## config.mk

```make
export PLATFORM = sky130hd
export DESIGN_NAME = counter_priority_task_scheduler_unit_flat
export DESIGN_NICKNAME = d
export VERILOG_FILES = /design/src/cpts_pkg.sv /design/src/cpts_if.sv /design/src/counter_priority_task_scheduler_unit.sv /design/src/flat_wrapper.sv
export VERILOG_INCLUDE_DIRS = /design/src /design/src/src
export SDC_FILE = /design/constraint.sdc
export NUM_CORES = 1
export LEC_CHECK = 0
export BUFFER_PORTS_ARGS = -buffer_cell sky130_fd_sc_hd__buf_2
export CAP_MARGIN = 20
export CORE_ASPECT_RATIO = 1.1
export CORE_UTILIZATION = 57
export DETAILED_ROUTE_END_ITERATION = 12
export PLACE_DENSITY = 0.79
export SYNTH_ARGS = -nofsm -noshare
export SYNTH_HDL_FRONTEND = slang
export SYNTH_SLANG_ARGS = --single-unit
```

## constraint.sdc

```tcl
create_clock -name clock -period 6.75 [get_ports clock]
set_input_delay 1.35 -clock clock [delete_from_list [all_inputs] [get_ports clock]]
set_output_delay 1.35 -clock clock [all_outputs]
set_load 0.01 [all_outputs]
```

## src/assert_macros.svh

```systemverilog
// Assertion macros for the task scheduler block.
// Needs signals named clock and reset in the including scope.
`ifndef ASSERT_MACROS_SVH
`define ASSERT_MACROS_SVH

// Property checked at every clock edge outside reset.
`define CPTS_ASSERT(label, prop, msg) \
   label: assert property (@(posedge clock) disable iff (reset) prop) else $error(msg);

// Condition in one cycle implies a condition in the next.
`define CPTS_ASSERT_NEXT(label, pre, post, msg) \
   label: assert property (@(posedge clock) disable iff (reset) (pre) |=> (post)) \
      else $error(msg);

`endif

```

## src/cpts_pkg.sv

```systemverilog
// Shared types and constants of the counter priority task scheduler.
// No dependencies; used by the channel interfaces and the top level.
package cpts_pkg;

   localparam int MAX_TASKS      = 16;
   localparam int IDX_W          = (MAX_TASKS > 1) ? $clog2(MAX_TASKS) : 1;
   localparam int SLOT_W         = 4;
   localparam int OP_W           = 3;
   localparam int STATUS_W       = 2;
   localparam int PRIO_W         = 8;
   localparam int CNT_W          = 12;
   localparam int PRE_W          = 8;
   localparam int RECHARGE_LIMIT = 12;
   localparam int PASS_W         = $clog2(RECHARGE_LIMIT + 1);

   typedef logic [IDX_W-1:0]         idx_type;
   typedef logic [PRIO_W-1:0]        prio_type;
   typedef logic signed [CNT_W-1:0]  cnt_type;
   typedef logic [PRE_W-1:0]         pre_type;

   localparam cnt_type  CNT_MIN     = {1'b1, {(CNT_W-1){1'b0}}};
   localparam cnt_type  CNT_NEG_ONE = '1;
   localparam cnt_type  CNT_ONE     = cnt_type'(1);
   localparam pre_type  PRE_MAX     = '1;
   localparam prio_type BOOT_PRIO_RESET = prio_type'(1);

   typedef enum logic [1:0] {
      ST_FREE     = 2'd0,
      ST_STARTING = 2'd1,
      ST_RUNNING  = 2'd2,
      ST_ZOMBIE   = 2'd3
   } slot_state_type;

   typedef enum logic [OP_W-1:0] {
      OP_TICK     = 3'd0,
      OP_YIELD    = 3'd1,
      OP_CREATE   = 3'd2,
      OP_EXIT     = 3'd3,
      OP_PRE_DIS  = 3'd4,
      OP_PRE_EN   = 3'd5,
      OP_READ     = 3'd6
   } opcode_type;

   typedef enum logic [STATUS_W-1:0] {
      STAT_OK   = 2'd0,
      STAT_FULL = 2'd1,
      STAT_NONE = 2'd2
   } status_type;

   typedef enum logic [3:0] {
      S_IDLE,
      S_TICK,
      S_CR_PRIO,
      S_CR_SCAN,
      S_CR_WR,
      S_EXIT,
      S_PRE_UP,
      S_PRE_DN,
      S_READ,
      S_SCAN,
      S_CHECK,
      S_RECHARGE,
      S_SW_OUT,
      S_SW_IN,
      S_DONE
   } sched_state_type;

endpackage

```

## src/cpts_if.sv

```systemverilog
// Valid/ready channel interfaces of the task scheduler: request, response, CSR.
// Depends on cpts_pkg for field widths.
interface cpts_req_if;
   import cpts_pkg::*;
   logic                valid;
   logic                ready;
   logic [OP_W-1:0]     opcode;
   logic [SLOT_W-1:0]   slot_select;
   modport source (output valid, output opcode, output slot_select, input ready);
   modport sink   (input valid, input opcode, input slot_select, output ready);
endinterface

interface cpts_rsp_if;
   import cpts_pkg::*;
   logic                valid;
   logic                ready;
   logic [SLOT_W-1:0]   running_slot;
   logic                switched;
   logic [SLOT_W-1:0]   created_slot;
   logic [STATUS_W-1:0] status;
   logic [1:0]          entry_state;
   logic [PRIO_W-1:0]   entry_priority;
   logic signed [CNT_W-1:0] entry_counter;
   logic [PRE_W-1:0]    entry_preempt;
   modport source (output valid, output running_slot, output switched, output created_slot,
                   output status, output entry_state, output entry_priority,
                   output entry_counter, output entry_preempt, input ready);
   modport sink   (input valid, input running_slot, input switched, input created_slot,
                   input status, input entry_state, input entry_priority,
                   input entry_counter, input entry_preempt, output ready);
endinterface

interface cpts_csr_if;
   import cpts_pkg::*;
   logic                valid;
   logic                ready;
   logic [PRIO_W-1:0]   boot_priority;
   modport source (output valid, output boot_priority, input ready);
   modport sink   (input valid, input boot_priority, output ready);
endinterface

```

## src/counter_priority_task_scheduler_unit.sv

```systemverilog
// Counter priority task scheduler: task table, sequencer and shared adder.
// Depends on cpts_pkg, cpts_if.sv and assert_macros.svh.
//
// Usage:
//  - req_chan carries one request (opcode, slot_select); it is taken only while the
//    sequencer is idle. rsp_chan returns exactly one response per request.
//  - csr_chan writes boot_priority, which reloads slot 0 priority and counter; it is
//    always ready and is meant to be written while no request is in flight.
//  - Every request walks the task table through one read/write port and one shared
//    12-bit adder. Tick without reschedule, preempt ops and read entry access one
//    table entry; an unused opcode goes straight to the response.
//    create: free slot search, one slot per cycle, then the write; status full if none.
//    schedule: yield, exit or expiring tick scan all slots once, plus a recharge pass
//    and rescan per retry (at most 12 passes), plus switch-out and switch-in steps.
//  - One request is in flight at a time; the next request may enter while the
//    previous response still waits in the output register.
//  - A stalled rsp_chan holds the response; a finished request then waits in its
//    last step until the output register frees up.
//  - Synchronous reset: slot 0 running with priority and counter 1, other slots
//    free, current slot 0, no response pending.
`include "assert_macros.svh"

module counter_priority_task_scheduler_unit (
   input  logic        clock,
   input  logic        reset,
   cpts_csr_if.sink    csr_chan,
   cpts_req_if.sink    req_chan,
   cpts_rsp_if.source  rsp_chan
);
   import cpts_pkg::*;

   // control
   sched_state_type state_ff, state_in;
   idx_type         cur_ff, cur_in;
   idx_type         idx_ff, idx_in;
   idx_type         pick_ff, pick_in;
   cnt_type         best_ff, best_in;
   logic            any_ff, any_in;
   logic [PASS_W-1:0] pass_ff, pass_in;
   logic [SLOT_W-1:0] sel_ff, sel_in;
   prio_type        cap_prio_ff, cap_prio_in;

   // task table
   slot_state_type  slot_state_ff [MAX_TASKS];
   prio_type        slot_prio_ff  [MAX_TASKS];
   cnt_type         slot_cnt_ff   [MAX_TASKS];
   pre_type         slot_pre_ff   [MAX_TASKS];

   // result being built
   logic            res_sw_ff, res_sw_in;
   idx_type         res_created_ff, res_created_in;
   status_type      res_status_ff, res_status_in;
   slot_state_type  res_e_state_ff, res_e_state_in;
   prio_type        res_e_prio_ff, res_e_prio_in;
   cnt_type         res_e_cnt_ff, res_e_cnt_in;
   pre_type         res_e_pre_ff, res_e_pre_in;

   // response register
   logic              rsp_valid_ff, rsp_valid_in;
   logic [SLOT_W-1:0] rsp_slot_ff;
   logic              rsp_sw_ff;
   logic [SLOT_W-1:0] rsp_created_ff;
   status_type        rsp_status_ff;
   slot_state_type    rsp_e_state_ff;
   prio_type          rsp_e_prio_ff;
   cnt_type           rsp_e_cnt_ff;
   pre_type           rsp_e_pre_ff;

   // table port and adder
   idx_type         addr;
   slot_state_type  rd_state;
   prio_type        rd_prio;
   cnt_type         rd_cnt;
   pre_type         rd_pre;
   logic            we_state, we_prio, we_cnt, we_pre;
   slot_state_type  wd_state;
   prio_type        wd_prio;
   cnt_type         wd_cnt;
   pre_type         wd_pre;
   cnt_type         alu_a, alu_b, alu_sum;

   logic            req_acc, csr_acc, rsp_free, rsp_load;
   logic            last_idx, runnable, sel_in_range, tick_keep;
   idx_type         sel_idx;
   cnt_type         tick_dec;

   assign req_chan.ready = (state_ff == S_IDLE);
   assign csr_chan.ready = 1'b1;
   assign req_acc  = req_chan.valid && req_chan.ready;
   assign csr_acc  = csr_chan.valid && csr_chan.ready;
   assign rsp_free = !rsp_valid_ff || rsp_chan.ready;

   // table address
   always_comb begin
      case (state_ff)
         S_CR_SCAN, S_CR_WR, S_SCAN, S_RECHARGE: addr = idx_ff;
         S_READ:  addr = sel_idx;
         S_SW_IN: addr = pick_ff;
         default: addr = cur_ff;
      endcase
   end

   assign rd_state = slot_state_ff[addr];
   assign rd_prio  = slot_prio_ff[addr];
   assign rd_cnt   = slot_cnt_ff[addr];
   assign rd_pre   = slot_pre_ff[addr];

   assign last_idx     = (idx_ff == idx_type'(MAX_TASKS - 1));
   assign runnable     = (rd_state == ST_STARTING) || (rd_state == ST_RUNNING);
   assign sel_in_range = (int'(sel_ff) < MAX_TASKS);
   assign sel_idx      = idx_type'(sel_ff);

   assign alu_sum   = alu_a + alu_b;
   // counter sticks at its minimum
   assign tick_dec  = (rd_cnt == CNT_MIN) ? rd_cnt : alu_sum;
   assign tick_keep = (tick_dec > 0) || (rd_pre != '0);

   // shared adder operands
   always_comb begin
      alu_a = rd_cnt;
      alu_b = '0;
      case (state_ff)
         S_TICK: begin
            alu_a = rd_cnt;
            alu_b = CNT_NEG_ONE;
         end
         S_RECHARGE: begin
            alu_a = rd_cnt >>> 1;
            alu_b = cnt_type'({{(CNT_W-PRIO_W){1'b0}}, rd_prio});
         end
         S_PRE_UP, S_SW_OUT: begin
            alu_a = cnt_type'({{(CNT_W-PRE_W){1'b0}}, rd_pre});
            alu_b = CNT_ONE;
         end
         S_PRE_DN, S_SW_IN: begin
            alu_a = cnt_type'({{(CNT_W-PRE_W){1'b0}}, rd_pre});
            alu_b = CNT_NEG_ONE;
         end
         default: begin
            alu_a = rd_cnt;
            alu_b = '0;
         end
      endcase
   end

   // next state
   always_comb begin
      state_in = state_ff;
      case (state_ff)
         S_IDLE: begin
            if (req_acc) begin
               case (opcode_type'(req_chan.opcode))
                  OP_TICK:    state_in = S_TICK;
                  OP_YIELD:   state_in = S_SCAN;
                  OP_CREATE:  state_in = S_CR_PRIO;
                  OP_EXIT:    state_in = S_EXIT;
                  OP_PRE_DIS: state_in = S_PRE_UP;
                  OP_PRE_EN:  state_in = S_PRE_DN;
                  OP_READ:    state_in = S_READ;
                  default:    state_in = S_DONE;
               endcase
            end
         end
         S_TICK:    state_in = tick_keep ? S_DONE : S_SCAN;
         S_CR_PRIO: state_in = S_CR_SCAN;
         S_CR_SCAN: begin
            if (rd_state == ST_FREE)
               state_in = S_CR_WR;
            else if (last_idx)
               state_in = S_DONE;
         end
         S_CR_WR:   state_in = S_DONE;
         S_EXIT:    state_in = S_SCAN;
         S_PRE_UP:  state_in = S_DONE;
         S_PRE_DN:  state_in = S_DONE;
         S_READ:    state_in = S_DONE;
         S_SCAN:    state_in = last_idx ? S_CHECK : S_SCAN;
         S_CHECK: begin
            if (!any_ff)
               state_in = S_DONE;
            else if (best_ff > 0)
               state_in = (pick_ff != cur_ff) ? S_SW_OUT : S_DONE;
            else if (pass_ff >= PASS_W'(RECHARGE_LIMIT))
               state_in = S_DONE;
            else
               state_in = S_RECHARGE;
         end
         S_RECHARGE: state_in = last_idx ? S_SCAN : S_RECHARGE;
         S_SW_OUT:   state_in = S_SW_IN;
         S_SW_IN:    state_in = S_DONE;
         S_DONE:     state_in = rsp_free ? S_IDLE : S_DONE;
         default:    state_in = S_IDLE;
      endcase
   end

   // datapath control and table writes
   always_comb begin
      cur_in         = cur_ff;
      idx_in         = idx_ff;
      pick_in        = pick_ff;
      best_in        = best_ff;
      any_in         = any_ff;
      pass_in        = pass_ff;
      sel_in         = sel_ff;
      cap_prio_in    = cap_prio_ff;
      res_sw_in      = res_sw_ff;
      res_created_in = res_created_ff;
      res_status_in  = res_status_ff;
      res_e_state_in = res_e_state_ff;
      res_e_prio_in  = res_e_prio_ff;
      res_e_cnt_in   = res_e_cnt_ff;
      res_e_pre_in   = res_e_pre_ff;
      rsp_load       = 1'b0;
      we_state       = 1'b0;
      we_prio        = 1'b0;
      we_cnt         = 1'b0;
      we_pre         = 1'b0;
      wd_state       = ST_RUNNING;
      wd_prio        = cap_prio_ff;
      wd_cnt         = alu_sum;
      wd_pre         = alu_sum[PRE_W-1:0];
      case (state_ff)
         S_IDLE: begin
            if (req_acc) begin
               sel_in         = req_chan.slot_select;
               idx_in         = '0;
               pick_in        = '0;
               best_in        = CNT_NEG_ONE;
               any_in         = 1'b0;
               pass_in        = '0;
               res_sw_in      = 1'b0;
               res_created_in = '0;
               res_status_in  = STAT_OK;
               res_e_state_in = ST_FREE;
               res_e_prio_in  = '0;
               res_e_cnt_in   = '0;
               res_e_pre_in   = '0;
            end
         end
         S_TICK: begin
            we_cnt = 1'b1;
            wd_cnt = tick_keep ? tick_dec : '0;
         end
         S_CR_PRIO: cap_prio_in = rd_prio;
         S_CR_SCAN: begin
            if (rd_state != ST_FREE) begin
               if (last_idx)
                  res_status_in = STAT_FULL;
               else
                  idx_in = idx_ff + idx_type'(1);
            end
         end
         S_CR_WR: begin
            we_state       = 1'b1;
            wd_state       = ST_STARTING;
            we_prio        = 1'b1;
            wd_prio        = cap_prio_ff;
            we_cnt         = 1'b1;
            wd_cnt         = cnt_type'({{(CNT_W-PRIO_W){1'b0}}, cap_prio_ff});
            we_pre         = 1'b1;
            wd_pre         = pre_type'(1);
            res_created_in = idx_ff;
         end
         S_EXIT: begin
            we_state = 1'b1;
            wd_state = ST_ZOMBIE;
         end
         S_PRE_UP, S_SW_OUT: we_pre = (rd_pre != PRE_MAX);
         S_PRE_DN: we_pre = (rd_pre != '0);
         S_READ: begin
            if (sel_in_range) begin
               res_e_state_in = rd_state;
               res_e_prio_in  = rd_prio;
               res_e_cnt_in   = rd_cnt;
               res_e_pre_in   = rd_pre;
            end
         end
         S_SCAN: begin
            if (runnable) begin
               any_in = 1'b1;
               // strict compare keeps the lowest slot on ties
               if (rd_cnt > best_ff) begin
                  best_in = rd_cnt;
                  pick_in = idx_ff;
               end
            end
            if (!last_idx)
               idx_in = idx_ff + idx_type'(1);
         end
         S_CHECK: begin
            if (!any_ff)
               res_status_in = STAT_NONE;
            else if (best_ff > 0) begin
               // pick found
            end else if (pass_ff >= PASS_W'(RECHARGE_LIMIT))
               res_status_in = STAT_NONE;
            else begin
               pass_in = pass_ff + PASS_W'(1);
               idx_in  = '0;
            end
         end
         S_RECHARGE: begin
            we_cnt = (rd_state != ST_FREE);
            wd_cnt = alu_sum;
            if (last_idx) begin
               idx_in  = '0;
               best_in = CNT_NEG_ONE;
               any_in  = 1'b0;
            end else
               idx_in = idx_ff + idx_type'(1);
         end
         S_SW_IN: begin
            we_state  = 1'b1;
            wd_state  = ST_RUNNING;
            we_pre    = (rd_pre != '0);
            cur_in    = pick_ff;
            res_sw_in = 1'b1;
         end
         S_DONE: rsp_load = rsp_free;
         default: begin
         end
      endcase
   end

   assign rsp_valid_in = rsp_load ? 1'b1 : (rsp_chan.ready ? 1'b0 : rsp_valid_ff);

   always_ff @(posedge clock) begin
      if (reset) begin
         state_ff     <= S_IDLE;
         cur_ff       <= '0;
         pass_ff      <= '0;
         rsp_valid_ff <= 1'b0;
      end else begin
         state_ff     <= state_in;
         cur_ff       <= cur_in;
         pass_ff      <= pass_in;
         rsp_valid_ff <= rsp_valid_in;
      end
   end

   always_ff @(posedge clock) begin
      idx_ff         <= idx_in;
      pick_ff        <= pick_in;
      best_ff        <= best_in;
      any_ff         <= any_in;
      sel_ff         <= sel_in;
      cap_prio_ff    <= cap_prio_in;
      res_sw_ff      <= res_sw_in;
      res_created_ff <= res_created_in;
      res_status_ff  <= res_status_in;
      res_e_state_ff <= res_e_state_in;
      res_e_prio_ff  <= res_e_prio_in;
      res_e_cnt_ff   <= res_e_cnt_in;
      res_e_pre_ff   <= res_e_pre_in;
      if (rsp_load) begin
         rsp_slot_ff    <= SLOT_W'(cur_ff);
         rsp_sw_ff      <= res_sw_ff;
         rsp_created_ff <= SLOT_W'(res_created_ff);
         rsp_status_ff  <= res_status_ff;
         rsp_e_state_ff <= res_e_state_ff;
         rsp_e_prio_ff  <= res_e_prio_ff;
         rsp_e_cnt_ff   <= res_e_cnt_ff;
         rsp_e_pre_ff   <= res_e_pre_ff;
      end
   end

   // task table: one port for the sequencer, slot 0 reload from the CSR
   always_ff @(posedge clock) begin
      if (reset) begin
         for (int i = 0; i < MAX_TASKS; i++) begin
            slot_state_ff[i] <= (i == 0) ? ST_RUNNING : ST_FREE;
            slot_prio_ff[i]  <= (i == 0) ? BOOT_PRIO_RESET : '0;
            slot_cnt_ff[i]   <= (i == 0) ?
                                cnt_type'({{(CNT_W-PRIO_W){1'b0}}, BOOT_PRIO_RESET}) : '0;
            slot_pre_ff[i]   <= '0;
         end
      end else begin
         if (csr_acc) begin
            slot_prio_ff[0] <= csr_chan.boot_priority;
            slot_cnt_ff[0]  <= cnt_type'({{(CNT_W-PRIO_W){1'b0}}, csr_chan.boot_priority});
         end
         if (we_state) slot_state_ff[addr] <= wd_state;
         if (we_prio)  slot_prio_ff[addr]  <= wd_prio;
         if (we_cnt)   slot_cnt_ff[addr]   <= wd_cnt;
         if (we_pre)   slot_pre_ff[addr]   <= wd_pre;
      end
   end

   assign rsp_chan.valid          = rsp_valid_ff;
   assign rsp_chan.running_slot   = rsp_slot_ff;
   assign rsp_chan.switched       = rsp_sw_ff;
   assign rsp_chan.created_slot   = rsp_created_ff;
   assign rsp_chan.status         = rsp_status_ff;
   assign rsp_chan.entry_state    = rsp_e_state_ff;
   assign rsp_chan.entry_priority = rsp_e_prio_ff;
   assign rsp_chan.entry_counter  = rsp_e_cnt_ff;
   assign rsp_chan.entry_preempt  = rsp_e_pre_ff;

   `CPTS_ASSERT(a_cur_moves_on_switch, (cur_ff != $past(cur_ff)) |-> ($past(state_ff) == S_SW_IN), "current slot changed outside a switch")
   `CPTS_ASSERT(a_pass_bound, pass_ff <= PASS_W'(RECHARGE_LIMIT), "recharge pass count out of range")
   `CPTS_ASSERT(a_cur_alive, (state_ff == S_IDLE) |-> (slot_state_ff[cur_ff] == ST_RUNNING || slot_state_ff[cur_ff] == ST_ZOMBIE), "current slot neither running nor zombie")
   `CPTS_ASSERT_NEXT(a_switch_marks_running, state_ff == S_SW_IN, slot_state_ff[cur_ff] == ST_RUNNING && res_sw_ff, "switched-in slot not running")

endmodule
```

## src/flat_wrapper.sv

```systemverilog
// flat-port wrapper written by rule: the top's interface ports become plain ports
module counter_priority_task_scheduler_unit_flat import cpts_pkg::*;
  (clock, reset, csr_chan_valid, csr_chan_boot_priority, csr_chan_ready, req_chan_valid, req_chan_opcode, req_chan_slot_select, req_chan_ready, rsp_chan_valid, rsp_chan_running_slot, rsp_chan_switched, rsp_chan_created_slot, rsp_chan_status, rsp_chan_entry_state, rsp_chan_entry_priority, rsp_chan_entry_counter, rsp_chan_entry_preempt, rsp_chan_ready);
  cpts_csr_if csr_chan_i ();
  cpts_req_if req_chan_i ();
  cpts_rsp_if rsp_chan_i ();
  input  logic clock;
  input  logic reset;
  input wire logic [$bits(csr_chan_i.valid)-1:0] csr_chan_valid;
  input wire logic [$bits(csr_chan_i.boot_priority)-1:0] csr_chan_boot_priority;
  output wire logic [$bits(csr_chan_i.ready)-1:0] csr_chan_ready;
  input wire logic [$bits(req_chan_i.valid)-1:0] req_chan_valid;
  input wire logic [$bits(req_chan_i.opcode)-1:0] req_chan_opcode;
  input wire logic [$bits(req_chan_i.slot_select)-1:0] req_chan_slot_select;
  output wire logic [$bits(req_chan_i.ready)-1:0] req_chan_ready;
  output wire logic [$bits(rsp_chan_i.valid)-1:0] rsp_chan_valid;
  output wire logic [$bits(rsp_chan_i.running_slot)-1:0] rsp_chan_running_slot;
  output wire logic [$bits(rsp_chan_i.switched)-1:0] rsp_chan_switched;
  output wire logic [$bits(rsp_chan_i.created_slot)-1:0] rsp_chan_created_slot;
  output wire logic [$bits(rsp_chan_i.status)-1:0] rsp_chan_status;
  output wire logic [$bits(rsp_chan_i.entry_state)-1:0] rsp_chan_entry_state;
  output wire logic [$bits(rsp_chan_i.entry_priority)-1:0] rsp_chan_entry_priority;
  output wire logic [$bits(rsp_chan_i.entry_counter)-1:0] rsp_chan_entry_counter;
  output wire logic [$bits(rsp_chan_i.entry_preempt)-1:0] rsp_chan_entry_preempt;
  input wire logic [$bits(rsp_chan_i.ready)-1:0] rsp_chan_ready;
  assign csr_chan_i.valid = csr_chan_valid;
  assign csr_chan_i.boot_priority = csr_chan_boot_priority;
  assign csr_chan_ready = csr_chan_i.ready;
  assign req_chan_i.valid = req_chan_valid;
  assign req_chan_i.opcode = req_chan_opcode;
  assign req_chan_i.slot_select = req_chan_slot_select;
  assign req_chan_ready = req_chan_i.ready;
  assign rsp_chan_valid = rsp_chan_i.valid;
  assign rsp_chan_running_slot = rsp_chan_i.running_slot;
  assign rsp_chan_switched = rsp_chan_i.switched;
  assign rsp_chan_created_slot = rsp_chan_i.created_slot;
  assign rsp_chan_status = rsp_chan_i.status;
  assign rsp_chan_entry_state = rsp_chan_i.entry_state;
  assign rsp_chan_entry_priority = rsp_chan_i.entry_priority;
  assign rsp_chan_entry_counter = rsp_chan_i.entry_counter;
  assign rsp_chan_entry_preempt = rsp_chan_i.entry_preempt;
  assign rsp_chan_i.ready = rsp_chan_ready;
  counter_priority_task_scheduler_unit u_core (.clock(clock), .reset(reset), .csr_chan(csr_chan_i), .req_chan(req_chan_i), .rsp_chan(rsp_chan_i));
endmodule
```

==> metrics.txt, run 1 <==
ant diodes 0; fin crit share approximately 99%; Fill cells 3323; status complete, no violations; reg-to-reg endpoint u_core.slot_cnt_ff[14][1]$_SDFFCE_PN0P_; port bufs 62; final routed DRC violation total 0; first-pass GRT wire length 113000 um; Post-synth top cells edfxtp_1 (591), nor2_1 (331), and2_1 (130); area leader, netlist edfxtp_1; Design Power 0.0151 W; mapped cell area 27700 um2; hold path start u_core.res_e_pre_ff[5]$_SDFFCE_PP0P_; Hold Crit Endpoint u_core.rsp_chan.entry_preempt[5]$_DFFE_PP_; syn nets 2169; gp weighted congestion 1.02; CTS buffer count 56; top area cells in the synthesized netlist edfxtp_1 (64%), mux4_2 (6.5%), nor2_1 (4.5%); Synth Instances 2122; Total Wirelength 77500 um; Die Width 212 um; Longest Clk Path Bufs 3; Slew Viols, Final 0; Max Clk Rate 149 MHz; yosys warns 0; Static Leak approximately 11 nW; initial core utilization 57.8%; area share of the largest cell type after synthesis about 64%; layout cell share with drive strength beyond 1 18.9%; CP arrival 7060 ps; worst-margin pin slew about 1100 ps; Peak VDD IR 0.426 mV; root buffer cell clkbuf_16; Post-DRT Antenna Nets 0; largest net degree at the start of global routing 70; initial antenna violation count 0; Avg Cell Area, Syn 13.1 um2; sequential-to-total area share from yosys stat 65.0%; Critical Path End Type flop; Main synth FF type edfxtp_1; Setup-failing EPs final 0; asr flop ratio synth 0%; DR vias/cell roughly 6.5; nets approximately 2300; Clk Latency, worst-skew pair between 600 and 700 ps; First-pass DRT Iterations 6; P per Cell Area between 400 and 500 nW/um2; placed insts 2798; FF-to-FF Start u_core.state_ff[0]$_SDFFE_PP0P_; DP HPWL 51200 um; global route overflow 0; Netlist cell types 70; Fin. Hold Viols 0; Clock H-tree levels 2; vias in the first global route ~18000; Hold Path Class flop to flop; 1st-iter DRT viols ~2700; total track usage 31.0%; CTS tree yes; FP Rows 84; Seq cells post-synth 604; relative slew slack 27.3%; most frequent cell after synthesis edfxtp_1; die footprint 49500 um2; r2r setup slk between 50 and 60 ps; R2R depth 26; CP required 7120 ps; Worst setup startpoint u_core.state_ff[0]$_SDFFE_PP0P_; Period minus WS final between 6000 and 7000 ps; Max Clock Skew 25.6 ps; MaxCap Viol Count 0; Synth-to-Final Area Change 13.4%; Clock Pin Slew Worst Setup and Hold Paths 70 ps; critical path class flop to flop; Non-Filler Instances 2927; Hold Path Stages 0; number of synthesized flops with an enable pin between 500 and 600; crit start category flop; core area 47900 um2; I/O Pins 64; Routed WL per cell 26.5 um; die height around 230 um; total vias in the final route roughly 19000; clk sinks 604; CP Max Fanout 15
[power breakdown]
part	total (W)	switching (W)	internal (W)	leakage (nW)
Combinational	0.00705	0.00429	0.00275	4.41
Clock	0.00320	0.00140	0.00180	0.878
Sequential	0.00484	0.000248	0.00459	6.08
[flip-flops by register name, indices dropped and copies added (netlist names), 12 cells and up]
| signal | cells |
|---|---|
| u_core.slot_prio_ff | 128 |
| u_core.slot_state_ff | 32 |
| u_core.slot_cnt_ff | 192 |
| u_core.slot_pre_ff | 128 |
| u_core.res_e_cnt_ff | 12 |
| u_core.rsp_chan.entry_counter | 12 |
| u_core.best_ff | 12 |
[metrics by stage]
stage / setup slack (ps) / utilization [%] / TNS [ps] / instance area [um2] / hold WS [ps]
2_1_floorplan: 456 / - / 0 / 27700 / 400
3_3_place_gp: 176 / 61.0 / 0 / 29200 / 403
3_5_place_dp: 87.6 / 61.0 / 0 / 29200 / 405
4_1_cts: 5.55 / 64.8 / 0 / 31100 / 419
5_1_grt: -86.7 / 65.6 / -3100 / 31400 / 425
6_report: 56.1 / 65.6 / 0 / 31400 / 418
[cell families (layout without fill, tap and decap cells)]
kind of cell / after synthesis / after routing / synth area share (%)
and+or+nand+nor: 867 / 867 / 15.4
DFF: 604 / 604 / 65.0
AOI/OAI and AO/OA: 330 / 331 / 8.15
buffers and inverters: 193 / 352 / 3.08
muxes: 81 / 81 / 6.54
adders and majority gates: 27 / 27 / 1.25
xor gates and xnor gates: 19 / 19 / 0.600
other: 1 / 1 / 0.0135
[placed cells by master (no fill, tap or decap), drive strengths merged, types with 4 or more instances in the layout]
| cell type | netlist | layout |
|---|---|---|
| nor2 | 331 | 331 |
| xnor2 | 11 | 11 |
| nor2b | 99 | 99 |
| a221oi | 4 | 4 |
| clkinv | 2 | 25 |
| edfxtp | 591 | 591 |
| nand2 | 102 | 102 |
| o22ai | 116 | 116 |
| nor4 | 13 | 13 |
| xor2 | 8 | 8 |
| ha | 26 | 26 |
| buf | 50 | 209 |
| or3b | 4 | 4 |
| and2 | 130 | 130 |
| inv | 36 | 37 |
| a222oi | 6 | 6 |
| and3 | 10 | 10 |
| nor3 | 88 | 88 |
| a21o | 52 | 52 |
| o21a | 8 | 8 |
| a221o | 4 | 5 |
| a31oi | 9 | 9 |
| a21oi | 46 | 46 |
| a22oi | 23 | 23 |
| or2 | 18 | 18 |
| dfxtp | 13 | 13 |
| nand2b | 23 | 23 |
| clkinvlp | 0 | 5 |
| nand4 | 5 | 5 |
| nand3b | 9 | 9 |
| bufinv | 0 | 7 |
| clkbuf | 105 | 69 |
| o21ai | 37 | 37 |
| nand3 | 26 | 26 |
| mux4 | 80 | 80 |
[worst max path at each step]
stage                     depth (start not counted)                                 endpoint  slack (ps)
after detailed placement                         23       u_core.slot_cnt_ff[0][1]$_DFFE_PP_          90
after floorplan                                  31  u_core.slot_cnt_ff[10][0]$_SDFFCE_PN0P_         460
after global placement                           25       u_core.slot_cnt_ff[0][4]$_DFFE_PP_         180
after CTS                                        23       u_core.slot_cnt_ff[0][1]$_DFFE_PP_           6
after global routing                             25  u_core.slot_cnt_ff[14][1]$_SDFFCE_PN0P_         -90
final                                            26  u_core.slot_cnt_ff[14][1]$_SDFFCE_PN0P_          60
[timing repair]
action / CTS / global route
pin swaps: 1 / 11
endpoints found under the setup margin: 4 / 172
buffers inserted: 2 / 21
gates cloned: 0 / 2
hold buffers: 0 / 0
gates resized for setup: 0 / 31
[critical path: stages, from the launching register on]
cell and delay [ps]:
dfxtp_4 390, buf_4 170, or3b_2 500, a21oi_4 270, a221o_2 260, buf_4 200, buf_4 170, mux4_2 540
o22ai_1 210, buf_4 160, nor2_1 50, a222oi_1 360, inv_1 90, ha_1 360, a21o_1 230, a221oi_2 290
xor2_1 250, nand3_1 120, nor4_1 170, and4_1 250, and3_1 200, o311ai_2 140, a31oi_4 410, buf_6 200
a2bb2oi_4 190, buf_12 180, nor2_1 70
[per-layer routing]
metal	vias up	share of wire (%)	global-route usage (%)
met4	0	4.4	12.8
met5	-	0	0
met2	1366	48	51.7
met1	9465	35	39.7
met3	228	12	6.44
li1	8091	-	-
[cell type report]
type                       count  area, um2  area share (%)
sequential                   604      18000            57.3
multi-input combinational   1326       9030            28.7
timing repair buffer         210       1620            5.17
clock buffer                  68       1450            4.60
tap                          645        807            2.57
clock inverter                36        374            1.19
inverter                      38        143           0.454
Note: power is estimated with default switching activity, not from simulation.
==> inputs of run 2 (changes only) <==
--- a/config.mk
+++ b/config.mk
@@ -9,6 +9,7 @@
 export BUFFER_PORTS_ARGS = -buffer_cell sky130_fd_sc_hd__buf_2
 export CAP_MARGIN = 20
 export CORE_ASPECT_RATIO = 1.1
+export CORE_MARGIN = 5
 export CORE_UTILIZATION = 57
 export DETAILED_ROUTE_END_ITERATION = 12
 export PLACE_DENSITY = 0.79
==> run 2 against run 1 <==
Against the previous run:
- non-clock buffer count down 36
- design area shrank 1.1%
- global-route usage is 3.1 points lower
- sequential power hardly changed
- highest routed layer unchanged
- largest power group unchanged
- largest cell class unchanged
- register-to-register slack improved by 150 ps
- final cell count decreased by 1.3%
- power is 4.0% lower
- critical endpoint is now u_core.slot_cnt_ff[4][5]$_SDFFCE_PN0P_
==> metrics.txt, run 2 (synthesis gave the netlist of run 1 again) <==
ant diodes 0; MaxCap Viol Count 0; First-pass DRT Iterations 6; Slew Viols, Final 0; Clk Latency, worst-skew pair 630 ps; Hold Path Stages 0; Synth-to-Final Area Change 12.2%; CP required 7210 ps; max reg flops 192; fin crit share ~97%; Max Clock Skew 35.5 ps; CP arrival 7000 ps; R2R depth 25; Longest Clk Path Bufs 3; Regs by FF count u_core.slot_cnt_ff (192), u_core.slot_pre_ff (128), u_core.slot_prio_ff (128); Hold Buf Count CTS 0; Setup-failing EPs final 0; FF-to-FF Start u_core.state_ff[3]$_SDFFE_PP0P_; 1st-iter DRT viols 2800; Area after DPL 29000 um2; Design Area, Final 31100 um2; Crit path largest cell delay 620 ps; Fin. Hold Viols 0; P per Cell Area 466 nW/um2; Clock Pin Slew Worst Setup and Hold Paths 60 ps; Worst path slowest cell or4b_1; Multi-input gate area 9010 um2; CP Max Fanout 16; Worst setup startpoint u_core.state_ff[3]$_SDFFE_PP0P_; vias in the first global route between 15000 and 20000; Peak VDD IR 0.321 mV; total vias in the final route 18900; die footprint 53100 um2; gp weighted congestion 0.973; worst-margin pin slew 1160 ps; Hold Path Class flop to flop; Max Clk Rate between 150 and 200 MHz; status complete, no violations; CTS tree yes; die height 241 um; Period minus WS final around 6500 ps; Fill cells 3350; critical path class flop to flop; commonest non-fill, non-tap cells in the layout edfxtp_1 (591), nor2_1 (330), and2_1 (130); Total Wirelength 75900 um; FP Rows 84; Register Area ~18000 um2; Routed WL per cell 26.3 um; r2r setup slk 200 ps; final routed DRC violation total 0; global route overflow 0; layout cell share with drive strength beyond 1 ~17%; I/O Pins 64; root buffer cell clkbuf_16; Biggest register u_core.slot_cnt_ff; initial core utilization 57.8%; crit start category flop; Hold Crit Endpoint u_core.rsp_chan.entry_counter[10]$_DFFE_PP_; Die Width 220 um; initial antenna violation count 0; Clock H-tree levels 2; hold path start u_core.res_e_cnt_ff[10]$_SDFFCE_PP0P_; clk sinks approximately 600; most common cell after layout, fill and taps aside edfxtp_1; core area roughly 48000 um2; first-pass GRT wire length 112000 um; Post-DRT Antenna Nets 0; DP HPWL 49800 um; Core Util, Final 64.9%; relative slew slack between 20 and 25%; largest net degree at the start of global routing 73; total track usage 28.0%; port bufs 62; DR vias/cell about 6.5; Static Leak between 10 and 15 nW; CTS buffer count 55; nets 2248; reg-to-reg endpoint u_core.slot_cnt_ff[4][5]$_SDFFCE_PN0P_; Critical Path End Type flop; most frequent CP cell buf_4
-- run 2: what timing repair did --
item,CTS,global route
buffers inserted,0,14
gates resized for setup,0,18
setup endpoints to repair,0,176
-- run 2: how the worst max path moves through the flow --
| stage | end |
|---|---|
| after floorplan | u_core.slot_cnt_ff[10][0]$_SDFFCE_PN0P_ |
| after global placement | u_core.slot_cnt_ff[3][0]$_SDFFCE_PN0P_ |
| after detailed placement | u_core.slot_cnt_ff[3][7]$_SDFFCE_PN0P_ |
| after CTS | u_core.slot_cnt_ff[3][6]$_SDFFCE_PN0P_ |
| after global routing | u_core.slot_cnt_ff[3][0]$_SDFFCE_PN0P_ |
| final | u_core.slot_cnt_ff[4][5]$_SDFFCE_PN0P_ |
-- run 2: power by group --
part | switching, W | internal (W)
sequential | 0.000251 | 0.00459
clock | 0.00138 | 0.00173
combinational | 0.00407 | 0.00246
-- run 2: final cells by class --
class / count / share of cell area [%]
inverters: 38 / 0.459
flip-flops and latches: 604 / 57.9
clock buffers: 65 / 4.68
multi-input cells: 1328 / 29.0
repair buffers: 174 / 4.38
clock inverters: 35 / 0.986
well taps: 645 / 2.60
-- run 2: critical path, delay by kind of cell (launching register included) --
kind	cells	cell delay, ps
xor gates and xnor gates	1	150
muxes	1	500
and+or+nand+nor	5	1500
AOI/OAI and AO/OA	11	2610
adders and majority gates	1	380
DFF	1	380
buffers and inverters	6	840
-- run 2: layer usage --
layer	vias to the layer above	GRT usage [%]	part of all wire, %
met4	0	11.6	4.9
met1	9270	37.3	35
met3	246	6.07	12
li1	8030	-	-
met5	-	0	0
met2	1357	45.3	48
-- run 2: per-stage QoR --
| step | hold slack, ps | setup TNS (ps) | worst slack (ps) | instances | total power [W] |
|---|---|---|---|---|---|
| detailed placement | 405 | 0 | 73.1 | 2769 | 0.0110 |
| global route | 436 | -162 | -29.3 | 2889 | 0.0150 |
| global placement | 404 | 0 | 199 | 2769 | 0.0109 |
| finish | 414 | 0 | 205 | 2889 | 0.0145 |
| floorplan | 400 | 0 | 456 | 2122 | 0.00865 |
| CTS | 417 | 0 | 16.0 | 2869 | 0.0140 |
